<file path="src/sv/jkse_pkg.sv">
// Package for the JSON key string extractor: constants, types and helper functions.
`timescale 1ns / 1ps
`default_nettype none
package jkse_pkg;

  // Sizes
  localparam int KEY_MAX_BYTES = 32;
  localparam int CAPACITY_MAX  = 4096;
  localparam int KEY_IDX_W     = 5;
  localparam int KEY_LEN_W     = 6;
  localparam int CAP_W         = 13;
  localparam int CNT_W         = 12;
  localparam int CFG_IDX_W     = 3;
  localparam int CFG_DATA_W    = 64;
  localparam int KEY_BITS      = KEY_MAX_BYTES * 8;

  // Result queue
  localparam int RES_DEPTH = 4;
  localparam int RES_PTR_W = 2;
  localparam int RES_LVL_W = 3;

  // Register indexes
  localparam logic [CFG_IDX_W-1:0] CFG_KEY_LENGTH     = 3'd0;
  localparam logic [CFG_IDX_W-1:0] CFG_KEY_BYTES_0    = 3'd1;
  localparam logic [CFG_IDX_W-1:0] CFG_KEY_BYTES_1    = 3'd2;
  localparam logic [CFG_IDX_W-1:0] CFG_KEY_BYTES_2    = 3'd3;
  localparam logic [CFG_IDX_W-1:0] CFG_KEY_BYTES_3    = 3'd4;
  localparam logic [CFG_IDX_W-1:0] CFG_VALUE_CAPACITY = 3'd5;

  // Register reset values
  localparam logic [KEY_LEN_W-1:0] KEY_LENGTH_RST     = 6'd4;
  localparam logic [CAP_W-1:0]     VALUE_CAPACITY_RST = 13'd256;

  // Scan phases
  localparam logic [3:0] PH_PLAIN   = 4'd0;
  localparam logic [3:0] PH_MATCH   = 4'd1;
  localparam logic [3:0] PH_SKIP    = 4'd2;
  localparam logic [3:0] PH_SKIPESC = 4'd3;
  localparam logic [3:0] PH_WS1     = 4'd4;
  localparam logic [3:0] PH_WS2     = 4'd5;
  localparam logic [3:0] PH_VALUE   = 4'd6;
  localparam logic [3:0] PH_VESC    = 4'd7;

  // Characters
  localparam logic [7:0] CH_NUL   = 8'h00;
  localparam logic [7:0] CH_QUOTE = 8'h22;
  localparam logic [7:0] CH_BSL   = 8'h5C;
  localparam logic [7:0] CH_COLON = 8'h3A;
  localparam logic [7:0] CH_SPACE = 8'h20;
  localparam logic [7:0] CH_TAB   = 8'h09;
  localparam logic [7:0] CH_CR    = 8'h0D;
  localparam logic [7:0] CH_LF    = 8'h0A;
  localparam logic [7:0] CH_N     = 8'h6E;
  localparam logic [7:0] CH_R     = 8'h72;
  localparam logic [7:0] CH_T     = 8'h74;

  // Saturated configuration seen by the scanner
  typedef struct packed {
    logic [KEY_LEN_W-1:0] key_len;
    logic [KEY_BITS-1:0]  key_bytes;
    logic [CAP_W-1:0]     cap;
  } cfg_t;

  // One result item
  typedef struct packed {
    logic [7:0] value_byte;
    logic       value_valid;
    logic       search_done;
    logic       key_found;
  } result_t;

  // Results pushed by one step, r0 first
  typedef struct packed {
    logic [1:0] n;
    result_t    r0;
    result_t    r1;
  } push_t;

  // Queue status back to the scanner
  typedef struct packed {
    logic [RES_LVL_W-1:0] level;
  } fifo_st_t;

  // Scanner status
  typedef struct packed {
    logic       fire;
    logic       done;
    logic [3:0] phase;
  } scan_st_t;

  function automatic logic is_ws(input logic [7:0] b);
    return (b == CH_SPACE) || (b == CH_TAB) || (b == CH_CR) || (b == CH_LF);
  endfunction

endpackage
`default_nettype wire

</file>
<file path="src/sv/jkse_if.sv">
// Stream interfaces for the text input channel and the result channel.
`timescale 1ns / 1ps
`default_nettype none
interface jkse_in_if;
  logic       valid;
  logic       ready;
  logic [7:0] text_byte;
  logic       text_last;

  modport source (output valid, output text_byte, output text_last, input ready);
  modport sink (input valid, input text_byte, input text_last, output ready);
endinterface

interface jkse_out_if;
  logic       valid;
  logic       ready;
  logic [7:0] value_byte;
  logic       value_valid;
  logic       search_done;
  logic       key_found;

  modport source (output valid, output value_byte, output value_valid,
                  output search_done, output key_found, input ready);
  modport sink (input valid, input value_byte, input value_valid,
                input search_done, input key_found, output ready);
endinterface
`default_nettype wire

</file>
<file path="src/sv/json_key_string_extractor_core.sv">
// Top level of the JSON key string extractor.
// Path: an accepted text byte is held in the input register; its results are written into
// the result queue once the queue has room for two, and the output shows the queue head.
// Throughput: one text byte per cycle while the queue has room for two results; a byte that
// gives two results (value byte and done) is absorbed by the four-entry result queue.
// Reset: synchronous active-low rst_n clears scan state, input register, queue and
// restores register defaults (key length 4, key bytes 0, capacity 256).
`timescale 1ns / 1ps
`default_nettype none
module json_key_string_extractor_core (
  input  wire logic                            clk,
  input  wire logic                            rst_n,
  jkse_in_if.sink                              in_ch,
  jkse_out_if.source                           out_ch,
  input  wire logic                            cfg_we,
  input  wire logic [jkse_pkg::CFG_IDX_W-1:0]  cfg_index,
  input  wire logic [jkse_pkg::CFG_DATA_W-1:0] cfg_wdata
);

  jkse_pkg::cfg_t     cfg;
  jkse_pkg::push_t    push;
  jkse_pkg::fifo_st_t fifo_st;
  jkse_pkg::scan_st_t scan_st;

  jkse_cfg_regs u_cfg (
    .clk       (clk),
    .rst_n     (rst_n),
    .cfg_we    (cfg_we),
    .cfg_index (cfg_index),
    .cfg_wdata (cfg_wdata),
    .cfg       (cfg)
  );

  jkse_scan u_scan (
    .clk     (clk),
    .rst_n   (rst_n),
    .in_ch   (in_ch),
    .cfg     (cfg),
    .fifo_st (fifo_st),
    .push    (push),
    .scan_st (scan_st)
  );

  jkse_out_fifo u_fifo (
    .clk     (clk),
    .rst_n   (rst_n),
    .push    (push),
    .fifo_st (fifo_st),
    .out_ch  (out_ch)
  );

`ifndef NO_ASSERTIONS
  // queue never overflows
  a_level_max: assert property (@(posedge clk) disable iff (!rst_n)
    fifo_st.level <= jkse_pkg::RES_LVL_W'(jkse_pkg::RES_DEPTH))
    else $error("result queue overflow");

  // a push of two results only happens with room for two
  a_push_room: assert property (@(posedge clk) disable iff (!rst_n)
    (push.n == 2'd2) |-> (fifo_st.level <= jkse_pkg::RES_LVL_W'(jkse_pkg::RES_DEPTH - 2)))
    else $error("double push without room");

  // a finished search returns the scanner to plain text
  a_done_clears: assert property (@(posedge clk) disable iff (!rst_n)
    (scan_st.fire && scan_st.done) |=> (scan_st.phase == jkse_pkg::PH_PLAIN))
    else $error("search not cleared after done");
`endif

endmodule
`default_nettype wire

</file>
<file path="src/sv/jkse_cfg_regs.sv">
// Configuration registers with saturation of key length and capacity.
`timescale 1ns / 1ps
`default_nettype none
module jkse_cfg_regs (
  input  wire logic                           clk,
  input  wire logic                           rst_n,
  input  wire logic                           cfg_we,
  input  wire logic [jkse_pkg::CFG_IDX_W-1:0] cfg_index,
  input  wire logic [jkse_pkg::CFG_DATA_W-1:0] cfg_wdata,
  output jkse_pkg::cfg_t                      cfg
);

  logic [jkse_pkg::KEY_LEN_W-1:0] key_length_r;
  logic [jkse_pkg::CFG_DATA_W-1:0] key_bytes_r [4];
  logic [jkse_pkg::CAP_W-1:0]     value_capacity_r;

  // Register writes
  always_ff @(posedge clk) begin
    if (!rst_n) begin
      key_length_r     <= jkse_pkg::KEY_LENGTH_RST;
      key_bytes_r[0]   <= '0;
      key_bytes_r[1]   <= '0;
      key_bytes_r[2]   <= '0;
      key_bytes_r[3]   <= '0;
      value_capacity_r <= jkse_pkg::VALUE_CAPACITY_RST;
    end else if (cfg_we) begin
      unique case (cfg_index)
        jkse_pkg::CFG_KEY_LENGTH: begin
          key_length_r <= cfg_wdata[jkse_pkg::KEY_LEN_W-1:0];
        end
        jkse_pkg::CFG_KEY_BYTES_0: key_bytes_r[0] <= cfg_wdata;
        jkse_pkg::CFG_KEY_BYTES_1: key_bytes_r[1] <= cfg_wdata;
        jkse_pkg::CFG_KEY_BYTES_2: key_bytes_r[2] <= cfg_wdata;
        jkse_pkg::CFG_KEY_BYTES_3: key_bytes_r[3] <= cfg_wdata;
        jkse_pkg::CFG_VALUE_CAPACITY: begin
          value_capacity_r <= cfg_wdata[jkse_pkg::CAP_W-1:0];
        end
        default: ;  // unused indexes are dropped
      endcase
    end
  end

  // Saturated view
  always_comb begin
    cfg.key_len = (key_length_r > jkse_pkg::KEY_LEN_W'(jkse_pkg::KEY_MAX_BYTES)) ?
                  jkse_pkg::KEY_LEN_W'(jkse_pkg::KEY_MAX_BYTES) : key_length_r;
    cfg.key_bytes = {key_bytes_r[3], key_bytes_r[2], key_bytes_r[1], key_bytes_r[0]};
    cfg.cap = (value_capacity_r > jkse_pkg::CAP_W'(jkse_pkg::CAPACITY_MAX)) ?
              jkse_pkg::CAP_W'(jkse_pkg::CAPACITY_MAX) : value_capacity_r;
  end

endmodule
`default_nettype wire

</file>
<file path="src/sv/jkse_scan.sv">
// Input register and per-byte scan state machine.
`timescale 1ns / 1ps
`default_nettype none
module jkse_scan (
  input  wire logic       clk,
  input  wire logic       rst_n,
  jkse_in_if.sink         in_ch,
  input  wire jkse_pkg::cfg_t     cfg,
  input  wire jkse_pkg::fifo_st_t fifo_st,
  output jkse_pkg::push_t  push,
  output jkse_pkg::scan_st_t scan_st
);

  // Input register
  logic       ireg_valid_r;
  logic [7:0] ibyte_r;
  logic       ilast_r;

  // Scan state
  logic [3:0]                     phase_r, phase_nxt;
  logic [jkse_pkg::KEY_LEN_W-1:0] kidx_r, kidx_nxt;
  logic [jkse_pkg::CNT_W-1:0]     vcnt_r, vcnt_nxt;
  logic                           fin_r, fin_nxt;

  logic                           room, fire, is_end;
  logic                           emit, done, found;
  logic [7:0]                     emit_byte;
  logic [7:0]                     key_b;
  logic [jkse_pkg::CNT_W-1:0]     vinc;
  logic [7:0]                     kbit;

  // Room for two results in the queue
  assign room = fifo_st.level <= jkse_pkg::RES_LVL_W'(jkse_pkg::RES_DEPTH - 2);
  assign fire = ireg_valid_r && room;
  assign in_ch.ready = !ireg_valid_r || fire;

  always_ff @(posedge clk) begin
    if (!rst_n) begin
      ireg_valid_r <= 1'b0;
    end else if (in_ch.valid && in_ch.ready) begin
      ireg_valid_r <= 1'b1;
    end else if (fire) begin
      ireg_valid_r <= 1'b0;
    end
  end

  always_ff @(posedge clk) begin
    if (in_ch.valid && in_ch.ready) begin
      ibyte_r <= in_ch.text_byte;
      ilast_r <= in_ch.text_last;
    end
  end

  // Expected key byte
  assign kbit  = {kidx_r[jkse_pkg::KEY_IDX_W-1:0], 3'b000};
  assign key_b = cfg.key_bytes[kbit +: 8];
  assign vinc  = vcnt_r + jkse_pkg::CNT_W'(1);
  assign is_end = ilast_r || (ibyte_r == jkse_pkg::CH_NUL);

  // Step logic for one byte
  always_comb begin
    phase_nxt = phase_r;
    kidx_nxt  = kidx_r;
    vcnt_nxt  = vcnt_r;
    fin_nxt   = fin_r;
    emit      = 1'b0;
    emit_byte = ibyte_r;
    done      = 1'b0;
    found     = 1'b0;

    if (fin_r) begin
      // waiting for the end of the text
      if (is_end) begin
        fin_nxt   = 1'b0;
        phase_nxt = jkse_pkg::PH_PLAIN;
        kidx_nxt  = '0;
        vcnt_nxt  = '0;
      end
    end else if (cfg.cap == '0) begin
      done = is_end;
    end else if (ibyte_r == jkse_pkg::CH_NUL) begin
      // zero byte ends the text; a pending backslash goes out literally
      emit      = (phase_r == jkse_pkg::PH_VESC);
      emit_byte = jkse_pkg::CH_BSL;
      done      = 1'b1;
      found     = (phase_r == jkse_pkg::PH_VALUE) || (phase_r == jkse_pkg::PH_VESC);
    end else begin
      unique case (phase_r)
        jkse_pkg::PH_PLAIN: begin
          if (ibyte_r == jkse_pkg::CH_QUOTE) begin
            phase_nxt = jkse_pkg::PH_MATCH;
            kidx_nxt  = '0;
          end
        end
        jkse_pkg::PH_MATCH, jkse_pkg::PH_SKIP: begin
          if ((phase_r == jkse_pkg::PH_MATCH) && (kidx_r < cfg.key_len) &&
              (ibyte_r == key_b)) begin
            kidx_nxt = kidx_r + jkse_pkg::KEY_LEN_W'(1);
          end else if ((phase_r == jkse_pkg::PH_MATCH) && (kidx_r >= cfg.key_len) &&
                       (ibyte_r == jkse_pkg::CH_QUOTE)) begin
            phase_nxt = jkse_pkg::PH_WS1;
          end else if (ibyte_r == jkse_pkg::CH_QUOTE) begin
            phase_nxt = jkse_pkg::PH_PLAIN;
          end else if (ibyte_r == jkse_pkg::CH_BSL) begin
            phase_nxt = jkse_pkg::PH_SKIPESC;
          end else begin
            phase_nxt = jkse_pkg::PH_SKIP;
          end
        end
        jkse_pkg::PH_SKIPESC: phase_nxt = jkse_pkg::PH_SKIP;
        jkse_pkg::PH_WS1: begin
          priority if (jkse_pkg::is_ws(ibyte_r)) begin
          end else if (ibyte_r == jkse_pkg::CH_COLON) begin
            phase_nxt = jkse_pkg::PH_WS2;
          end else if (ibyte_r == jkse_pkg::CH_QUOTE) begin
            phase_nxt = jkse_pkg::PH_MATCH;
            kidx_nxt  = '0;
          end else begin
            phase_nxt = jkse_pkg::PH_PLAIN;
          end
        end
        jkse_pkg::PH_WS2: begin
          priority if (jkse_pkg::is_ws(ibyte_r)) begin
          end else if (ibyte_r == jkse_pkg::CH_QUOTE) begin
            vcnt_nxt  = '0;
            phase_nxt = jkse_pkg::PH_VALUE;
            if (cfg.cap <= jkse_pkg::CAP_W'(1)) begin
              done  = 1'b1;
              found = 1'b1;
            end
          end else begin
            phase_nxt = jkse_pkg::PH_PLAIN;
          end
        end
        jkse_pkg::PH_VALUE, jkse_pkg::PH_VESC: begin
          if ((phase_r == jkse_pkg::PH_VALUE) && (ibyte_r == jkse_pkg::CH_QUOTE)) begin
            done  = 1'b1;
            found = 1'b1;
          end else if ((phase_r == jkse_pkg::PH_VALUE) && (ibyte_r == jkse_pkg::CH_BSL) &&
                       !ilast_r) begin
            phase_nxt = jkse_pkg::PH_VESC;
          end else begin
            // value byte, escapes undone
            if (phase_r == jkse_pkg::PH_VESC) begin
              priority if (ibyte_r == jkse_pkg::CH_N) emit_byte = jkse_pkg::CH_LF;
              else if (ibyte_r == jkse_pkg::CH_R) emit_byte = jkse_pkg::CH_CR;
              else if (ibyte_r == jkse_pkg::CH_T) emit_byte = jkse_pkg::CH_TAB;
              else emit_byte = ibyte_r;
              phase_nxt = jkse_pkg::PH_VALUE;
            end
            emit     = 1'b1;
            vcnt_nxt = vinc;
            if (({1'b0, vinc} + jkse_pkg::CAP_W'(1)) >= cfg.cap) begin
              done  = 1'b1;
              found = 1'b1;
            end
          end
        end
        default: phase_nxt = jkse_pkg::PH_PLAIN;
      endcase
      // end of text closes the search
      if (is_end && !done) begin
        done  = 1'b1;
        found = (phase_nxt == jkse_pkg::PH_VALUE) || (phase_nxt == jkse_pkg::PH_VESC);
      end
    end

    if (done) begin
      phase_nxt = jkse_pkg::PH_PLAIN;
      kidx_nxt  = '0;
      vcnt_nxt  = '0;
      fin_nxt   = !is_end;
    end
  end

  // State update
  always_ff @(posedge clk) begin
    if (!rst_n) begin
      phase_r <= jkse_pkg::PH_PLAIN;
      kidx_r  <= '0;
      vcnt_r  <= '0;
      fin_r   <= 1'b0;
    end else if (fire) begin
      phase_r <= phase_nxt;
      kidx_r  <= kidx_nxt;
      vcnt_r  <= vcnt_nxt;
      fin_r   <= fin_nxt;
    end
  end

  // Results to the queue: value byte first, then the done mark
  always_comb begin
    push.n = fire ? ({1'b0, emit} + {1'b0, done}) : 2'd0;
    push.r0.value_byte  = emit ? emit_byte : 8'h00;
    push.r0.value_valid = emit;
    push.r0.search_done = !emit;
    push.r0.key_found   = !emit && found;
    push.r1.value_byte  = 8'h00;
    push.r1.value_valid = 1'b0;
    push.r1.search_done = 1'b1;
    push.r1.key_found   = found;
  end

  assign scan_st.fire  = fire;
  assign scan_st.done  = done;
  assign scan_st.phase = phase_r;

endmodule
`default_nettype wire

</file>
<file path="src/sv/jkse_out_fifo.sv">
// Four-entry result queue, up to two pushes and one pop per cycle.
`timescale 1ns / 1ps
`default_nettype none
module jkse_out_fifo (
  input  wire logic            clk,
  input  wire logic            rst_n,
  input  wire jkse_pkg::push_t push,
  output jkse_pkg::fifo_st_t    fifo_st,
  jkse_out_if.source           out_ch
);

  jkse_pkg::result_t              res_q_r [jkse_pkg::RES_DEPTH];
  logic [jkse_pkg::RES_PTR_W-1:0] wr_ptr_r, rd_ptr_r, wr_ptr1;
  logic [jkse_pkg::RES_LVL_W-1:0] level_r, level_nxt;
  logic                           pop;

  assign pop     = out_ch.valid && out_ch.ready;
  assign wr_ptr1 = wr_ptr_r + jkse_pkg::RES_PTR_W'(1);
  assign level_nxt = level_r + jkse_pkg::RES_LVL_W'(push.n)
                   - jkse_pkg::RES_LVL_W'(pop);

  // Entry writes
  always_ff @(posedge clk) begin
    if (push.n != 2'd0) res_q_r[wr_ptr_r] <= push.r0;
    if (push.n == 2'd2) res_q_r[wr_ptr1] <= push.r1;
  end

  // Pointers and fill level
  always_ff @(posedge clk) begin
    if (!rst_n) begin
      wr_ptr_r <= '0;
      rd_ptr_r <= '0;
      level_r  <= '0;
    end else begin
      wr_ptr_r <= wr_ptr_r + jkse_pkg::RES_PTR_W'(push.n);
      if (pop) rd_ptr_r <= rd_ptr_r + jkse_pkg::RES_PTR_W'(1);
      level_r <= level_nxt;
    end
  end

  assign fifo_st.level = level_r;

  // Head of the queue
  assign out_ch.valid       = level_r != '0;
  assign out_ch.value_byte  = res_q_r[rd_ptr_r].value_byte;
  assign out_ch.value_valid = res_q_r[rd_ptr_r].value_valid;
  assign out_ch.search_done = res_q_r[rd_ptr_r].search_done;
  assign out_ch.key_found   = res_q_r[rd_ptr_r].key_found;

endmodule
`default_nettype wire
</file>
<file path="src/flat_wrapper.sv">
// flat-port wrapper written by rule: the top's interface ports become plain ports
module json_key_string_extractor_core_flat 
  (clk, rst_n, cfg_we, cfg_index, cfg_wdata, in_ch_valid, in_ch_text_byte, in_ch_text_last, in_ch_ready, out_ch_valid, out_ch_value_byte, out_ch_value_valid, out_ch_search_done, out_ch_key_found, out_ch_ready);
  jkse_in_if in_ch_i ();
  jkse_out_if out_ch_i ();
  input  wire logic clk;
  input  wire logic rst_n;
  input  wire logic cfg_we;
  input  wire logic [jkse_pkg::CFG_IDX_W-1:0] cfg_index;
  input  wire logic [jkse_pkg::CFG_DATA_W-1:0] cfg_wdata;
  input wire logic [$bits(in_ch_i.valid)-1:0] in_ch_valid;
  input wire logic [$bits(in_ch_i.text_byte)-1:0] in_ch_text_byte;
  input wire logic [$bits(in_ch_i.text_last)-1:0] in_ch_text_last;
  output wire logic [$bits(in_ch_i.ready)-1:0] in_ch_ready;
  output wire logic [$bits(out_ch_i.valid)-1:0] out_ch_valid;
  output wire logic [$bits(out_ch_i.value_byte)-1:0] out_ch_value_byte;
  output wire logic [$bits(out_ch_i.value_valid)-1:0] out_ch_value_valid;
  output wire logic [$bits(out_ch_i.search_done)-1:0] out_ch_search_done;
  output wire logic [$bits(out_ch_i.key_found)-1:0] out_ch_key_found;
  input wire logic [$bits(out_ch_i.ready)-1:0] out_ch_ready;
  assign in_ch_i.valid = in_ch_valid;
  assign in_ch_i.text_byte = in_ch_text_byte;
  assign in_ch_i.text_last = in_ch_text_last;
  assign in_ch_ready = in_ch_i.ready;
  assign out_ch_valid = out_ch_i.valid;
  assign out_ch_value_byte = out_ch_i.value_byte;
  assign out_ch_value_valid = out_ch_i.value_valid;
  assign out_ch_search_done = out_ch_i.search_done;
  assign out_ch_key_found = out_ch_i.key_found;
  assign out_ch_i.ready = out_ch_ready;
  json_key_string_extractor_core u_core (.clk(clk), .rst_n(rst_n), .in_ch(in_ch_i), .out_ch(out_ch_i), .cfg_we(cfg_we), .cfg_index(cfg_index), .cfg_wdata(cfg_wdata));
endmodule
</file>
<file path="config.mk">
export PLATFORM = sky130hd
export DESIGN_NAME = json_key_string_extractor_core_flat
export DESIGN_NICKNAME = d
export VERILOG_FILES = /design/src/sv/jkse_pkg.sv /design/src/sv/jkse_if.sv /design/src/sv/json_key_string_extractor_core.sv /design/src/sv/jkse_cfg_regs.sv /design/src/sv/jkse_scan.sv /design/src/sv/jkse_out_fifo.sv /design/src/flat_wrapper.sv
export SDC_FILE = /design/constraint.sdc
export NUM_CORES = 1
export LEC_CHECK = 0
export BUFFER_PORTS_ARGS = -buffer_cell sky130_fd_sc_hd__buf_4
export CAP_MARGIN = 25
export CORE_MARGIN = 1.5
export CORE_UTILIZATION = 60
export CTS_CLUSTER_DIAMETER = 200
export DETAILED_ROUTE_END_ITERATION = 16
export GPL_ROUTABILITY_DRIVEN = 0
export GPL_TIMING_DRIVEN = 1
export HOLD_SLACK_MARGIN = 0.02
export PLACE_DENSITY_LB_ADDON = 0.12
export SYNTH_ARGS = -nofsm -noshare
export SYNTH_HDL_FRONTEND = slang
export SYNTH_SLANG_ARGS = --single-unit
</file>
<file path="constraint.sdc">
create_clock -name clk -period 8.9 [get_ports clk]
set_input_delay 1.78 -clock clk [delete_from_list [all_inputs] [get_ports clk]]
set_output_delay 1.78 -clock clk [all_outputs]
set_load 0.01 [all_outputs]
</file>
# --- Yosys cells after proc, flatten, opt, wreduce, memory -nomap -nowiden ---
# Memory sizes are Yosys's and may differ from the RTL's. A register that Yosys moved wholly into a read port is not among the register bits.
# Index checks and enable logic that the tools add are counted.
word_totals:
  reg_bits: 59
  ramBits: 300
  in_bits: 81
  out_inout_bits: 13
  word_cells: 223
  mem_count: 2
memory_table:
  columns: ["name", "words", "word_bits", "read_ports", "rd_ports_with_merged_regs", "write_ports", "line", "rtl"]
  rows:
  - ["u_core.u_cfg.key_bytes_r", 4, 64, 4, 0, 4, "jkse_cfg_regs.sv:14", "logic [jkse_pkg::CFG_DATA_W-1:0] key_bytes_r [4];"]
  - ["u_core.u_fifo.res_q_r", 4, 11, 1, 1, 2, "jkse_out_fifo.sv:12", "jkse_pkg::result_t res_q_r [jkse_pkg::RES_DEPTH];"]
classes:
  add_sub_neg: 9
  magnitude_cmp: 7
  eq_ne: 36
  n_shift: 1
  mux: 112
  bitwise: 4
  n_reduce_logical: 40
op_table:
  columns: ["cell", "n"]
  rows:
  - ["$mux W64", 4]
  - ["$shiftx A256 B9 Y8", 1]
  - ["$mux W12", 9]
  - ["$mux W8", 11]
  - ["$mux W4", 15]
  - ["$mux W6", 10]
  - ["$mux W1", 51]
  - ["$eq A8 B7 Y1 const B", 4]
  - ["$ne A4 B4 Y1 const B", 7]
  - ["$eq A4 B3 Y1 const B", 6]
  - ["$eq A8 B4 Y1 const B", 3]
  - ["$eq A8 B6 Y1 const B", 3]
  - ["$pmux W12 S2", 1]
  - ["$pmux W4 S6", 1]
  - ["$pmux W6 S3", 1]
  - ["$add A12 B1 Y13 const B", 1]
  - ["$ge A13 B13 Y1", 1]
  - ["$gt A13 B13 Y1 const B", 1]
  - ["$le A13 B1 Y1 const B", 1]
  - ["$logic_not A13 Y1", 1]
  - ["$mux W13", 1]
  - ["$add A12 B1 Y12 const B", 1]
  - ["$logic_and A1 B1 Y1", 12]
  - ["$mux W3", 3]
  - ["36 further kinds", 60]

# --- Longest topological paths before layout ---
logic_depth:
  word_depth: 21
  depth_mapped: 26

# --- By module ---
# Synthesis repeated with hierarchy kept, for this count alone.
unflattened:
  hier_cells: 1460
  area_unflattened_um2: 18267.5
modules_own_cells:
  columns: ["mod", "instances", "cells_per_inst", "area_each_um2", "seq_area_each_um2"]
  rows:
  - ["jkse_cfg_regs", 1, 741, 10356.2, 8067.7]
  - ["jkse_scan", 1, 565, 5190.0, 750.7]
  - ["jkse_out_fifo", 1, 154, 2721.4, 1501.4]

# --- Worst setup path after synthesis ---
# Ideal clock, no wire load.
synth_timing:
  path_kind: "in2reg"
  startpoint: "in cfg_index[2] in the netlist's numbering"
  endpoint: "mem u_core.u_cfg.key_bytes_r[1][0] in the netlist's numbering, enable pin"
  setup_time_ns: 0.574
  t_arrival_ns: 6.626
  t_required_ns: 8.326
  slack_ns: 1.700
  stages: 3
  cell_sequence: "clkbuf_1 -> nand3b_1 -> o21ai_0"
synth_rtl:
  columns: ["item", "line", "rtl"]
  rows:
  - ["start: declaration", "flat_wrapper.sv:9", "input wire logic [jkse_pkg::CFG_IDX_W-1:0] cfg_index;"]
  - ["end: declaration", "jkse_cfg_regs.sv:14", null]

==> impl_metrics.csv <==
group,metric,value,unit
status,status,"completed",
floorplanning,fp.coreArea,28780,sq um
sta,setup-violations-final,0,
synthesis,synth_cell_types,75,
sta,fin_skew,0.02541,ns
sta,slew_violations,0,
setup_path,path_delay_family,"simple AND/OR/NAND/NOR gates",
setup_path,required,9.27,ns
clocking,cts_htree_levels,2,
sta,relSlewSlack,33.51,%
clocking,cts.sink_count,361,
clocking,cts_root_buf,"clkbuf_16",
clocking,postCtsSetupBuffers,0,
global_routing,overflow,0,
min_path,hp-class,"reg2reg",
placed_design,dpl.cell_count,1841,
cells_and_area,final_nets,1610,
synthesis,synth_edf_count,269,
clocking,path_clk_slew,0.06,ns
clocking,cts_tree,"done",
placed_design,pre_cts_ws,3.004,ns
cells_and_area,instances_no_fill,1913,
floorplanning,start_util,61.13,%
setup_path,crit_path_end_kind,"flip-flop",
floorplanning,fp.dieW,174.2,microns
sta,period_minus_slack,6.014,ns
setup_path,cpMostUsedCell,"ha_1",
floorplanning,die_h,174.2,microns
synthesis,postSynth.asyncResetShare,0,%
clocking,cts_buffer_depth,3,
cells_and_area,num-fill-cells,2103,
detailed_routing,drt_pass1_iterations,5,
clocking,ctsHoldBuffers,0,
setup_path,crit_arrival,6.39,ns
power_and_ir_drop,power_frac_comb,7.1,%
global_routing,grt_antenna_before_repair,1,
detailed_routing,wl_per_cell,20.50,microns
setup_path,cpPeakStageDelay,0.68,ns
cells_and_area,antenna_cells,0,
floorplanning,row_count,62,
power_and_ir_drop,power_frac_clock,40.2,%
global_routing,grt_max_degree,65,
global_routing,grt_usage,26.24,%
detailed_routing,vias,11490,
synthesis,synthesis.area,17590,sq um
detailed_routing,via_per_inst,6.004,
sta,rsz0062_at_grt,"false",
synthesis,syn_inst,1432,
power_and_ir_drop,power.switching,847.3,uW
clocking,cts_buffers,39,
cells_and_area,syn_to_final_growth,12.12,%
floorplanning,io_pins,94,
power_and_ir_drop,p_leak,7.100,nW
global_routing,grt_pass1_wl,61860,microns
power_and_ir_drop,seq_power_share,52.6,%
setup_path,path_class,"reg2reg",
sta,fmax,166.3,MHz
clocking,cts_resized,0,
sta,setup_tns,0,ns
placed_design,portBuffers,93,
setup_path,slowest_stage,"a31oi_1",
sta,final.period_utilization,67.57,%
power_and_ir_drop,switching_share,22.71,%
synthesis,synth_warnings,0,
detailed_routing,wl,39210,microns
power_and_ir_drop,intPower,2.883,mW
synthesis,synth.ff_latch_count,361,
setup_path,cp.buffers_inverters,1,
setup_path,r2r_slack,2.89,ns
synthesis,synth_area_per_cell,12.29,sq um
detailed_routing,drcViolationCount,0,
setup_path,critPathMaxFanout,10,
setup_path,start_kind,"flip-flop",
synthesis,synth.net_count,1541,
cells_and_area,fin_util,68.54,%
sta,max_slew.worst_pin.slew,0.9974,ns
synthesis,ys_seq_area_share,56.38,%
sta,hold_viol_final,0,
global_routing,grt_pass1_vias,11280,
detailed_routing,drtIter0Drc,844,
placed_design,post-dp-hpwl,25080,microns
setup_path,critical_path.cell_chain,"ha_1 > and3_1 > nand3_1 > xor2_1 > or3_1 > or3_1 > xor2_1 > ha_1 > nand4_1 > nor4_1 > a211o_1 > or2_2 > a21oi_1 > or2_2 > a21oi_1 > ha_1 > o21ai_1 > nor3_1 > a31oi_1 > inv_1 > a2bb2oi_1",
clocking,clock_latency,0.54,ns
synthesis,synth_ff_type,"edfxtp_1",
detailed_routing,postRouteAntennaNets,0,
power_and_ir_drop,irDropWorstVdd,0.1559,mV
sta,worst_slack,2.886,ns
floorplanning,die_area,30360,sq um
job,cap_viol_max_count,0,
cells_and_area,layout-drive-gt1-share,15.37,%
power_and_ir_drop,power_density,189.1,nW/um^2
## power by group through the flow
stage	Clock, mW	Sequential [mW]	Combinational [mW]
global placement	0	1.99	0.261
CTS	1.52	1.96	0.269
global route	1.58	1.97	0.290
finish	1.50	1.96	0.266
floorplan	0	1.97	0.183
detailed placement	0	2.00	0.267
## per-layer routing
| layer | part of all wire [%] | track usage [%] |
|---|---|---|
| met2 | 49 | 44.31 |
| met4 | 3.1 | 9.483 |
| met1 | 42 | 34.68 |
| met3 | 5.5 | 3.893 |
| met5 | 0.043 | 0 |
## layout make-up
class                   count  area [sq um]  share of cell area (%)
repair buffers            106         815.8                   4.136
clock buffers              52          1077                   5.461
multi-input cells         970          7243                   36.72
well taps                 384         480.5                   2.436
inverters                  23         86.33                  0.4377
flip-flops and latches    361          9925                   50.31
clock inverters            17         97.59                  0.4948
## sequential cells by signal, indices dropped and copies added, names as in the netlist, named ones only
| signal | cells |
|---|---|
| u_core.u_scan.fin_r | 1 |
| u_core.u_scan.vcnt_r | 12 |
| u_core.u_fifo.fifo_st | 3 |
| u_core.u_scan.ireg_valid_r | 1 |
| u_core.u_scan.kidx_r | 6 |
| u_core.u_cfg.key_bytes_r | 256 |
| u_core.u_cfg.value_capacity_r | 13 |
| u_core.u_scan.phase_r | 4 |
| u_core.u_fifo.rd_ptr_r | 2 |
| u_core.u_fifo.wr_ptr_r | 2 |
| u_core.u_scan.ibyte_r | 8 |
| u_core.u_fifo.res_q_r | 44 |
| u_core.u_cfg.key_length_r | 6 |
| u_core.u_scan.ilast_r | 1 |
## synth_stat cells, drive strengths merged, types with 18 or more instances
cell type	count	area, sq um
nand2	131	494.2
o21ai	38	193.9
mux2i	59	590.6
edfxtp	269	8078
a21boi	27	202.7
and2	271	1695
clkbuf	60	225.2
buf	18	158.9
dfxtp	92	1842
nor2b	24	150.1
inv	23	86.33
ha	27	337.8
a21oi	27	135.1
mux4	51	1171
a22oi	25	187.7
nand3	23	115.1
a22o	24	210.2
xor2	18	157.7
nor2	45	171.4
## final timing paths
check	from	endpoint	depth (start not counted)
max	u_core.u_scan.vcnt_r[0]$_SDFFE_PN0P_	u_core.u_fifo.res_q_r[0][1]$_SDFFE_PP1P_	21
min	u_core.u_fifo.res_q_r[3][6]$_SDFFE_PP0P_	u_core.u_fifo.res_q_r[3][6]$_SDFFE_PP0P_	2
max reg2reg	u_core.u_scan.vcnt_r[0]$_SDFFE_PN0P_	u_core.u_fifo.res_q_r[0][1]$_SDFFE_PP1P_	21
min reg2reg	u_core.u_fifo.res_q_r[3][6]$_SDFFE_PP0P_	u_core.u_fifo.res_q_r[3][6]$_SDFFE_PP0P_	2
## placed cells by master, fill, tap and decap left out, types with 6 or more instances in the layout
cell type	Yosys	layout
nand2_1	130	128
buf_4	3	102
o22ai_1	11	11
inv_1	22	22
mux4_1	6	6
nand3b_1	11	11
nor4_1	8	8
clkbuf_16	0	41
xnor2_1	16	16
clkinv_1	0	6
mux4_2	45	45
nor2b_1	24	24
a22oi_1	25	25
dfxtp_1	92	90
edfxtp_1	269	269
nor3_1	13	13
ha_1	27	27
a21boi_0	27	27
nand3_1	23	23
nand4_1	12	12
nor2_1	44	44
clkbuf_1	60	10
nand2b_1	8	8
and2_1	270	270
a21oi_1	27	27
mux2i_1	59	59
o21ai_0	34	32
or3_1	10	10
and3_1	11	9
a22o_1	24	24
clkinv_2	0	8
xor2_1	18	18
a21o_1	7	7
a211oi_1	7	7
## worst register-to-register path, delay by kind of cell (launching register included)
family | cells | cell delay [ns]
flip-flops | 1 | 0.44
XOR/XNOR | 2 | 0.41
adder cells (fa/ha/maj) | 3 | 0.99
AND/OR/NAND/NOR | 9 | 2.24
AO/OA/AOI/OAI | 6 | 1.66
buffers and inverters | 1 | 0.17
## logic make-up after synthesis
group / after synthesis / synth area share, %
fa+ha+maj: 28 / 2.034
simple gates: 594 / 19.07
mux: 112 / 10.14
flops: 361 / 56.38
buf+inv: 101 / 2.674
xor+xnor: 35 / 1.785
compound gates: 201 / 7.908
## stage by stage
step	hold slack [ns]	power, mW	cell area, sq um
floorplan	0.4198	2.153	17590
global placement	0.4296	2.253	18500
finish	0.4584	3.730	19730
detailed placement	0.4465	2.264	18510
global route	0.4884	3.848	19730
CTS	0.4614	3.754	19680
Power figures use the tool's default switching activity.
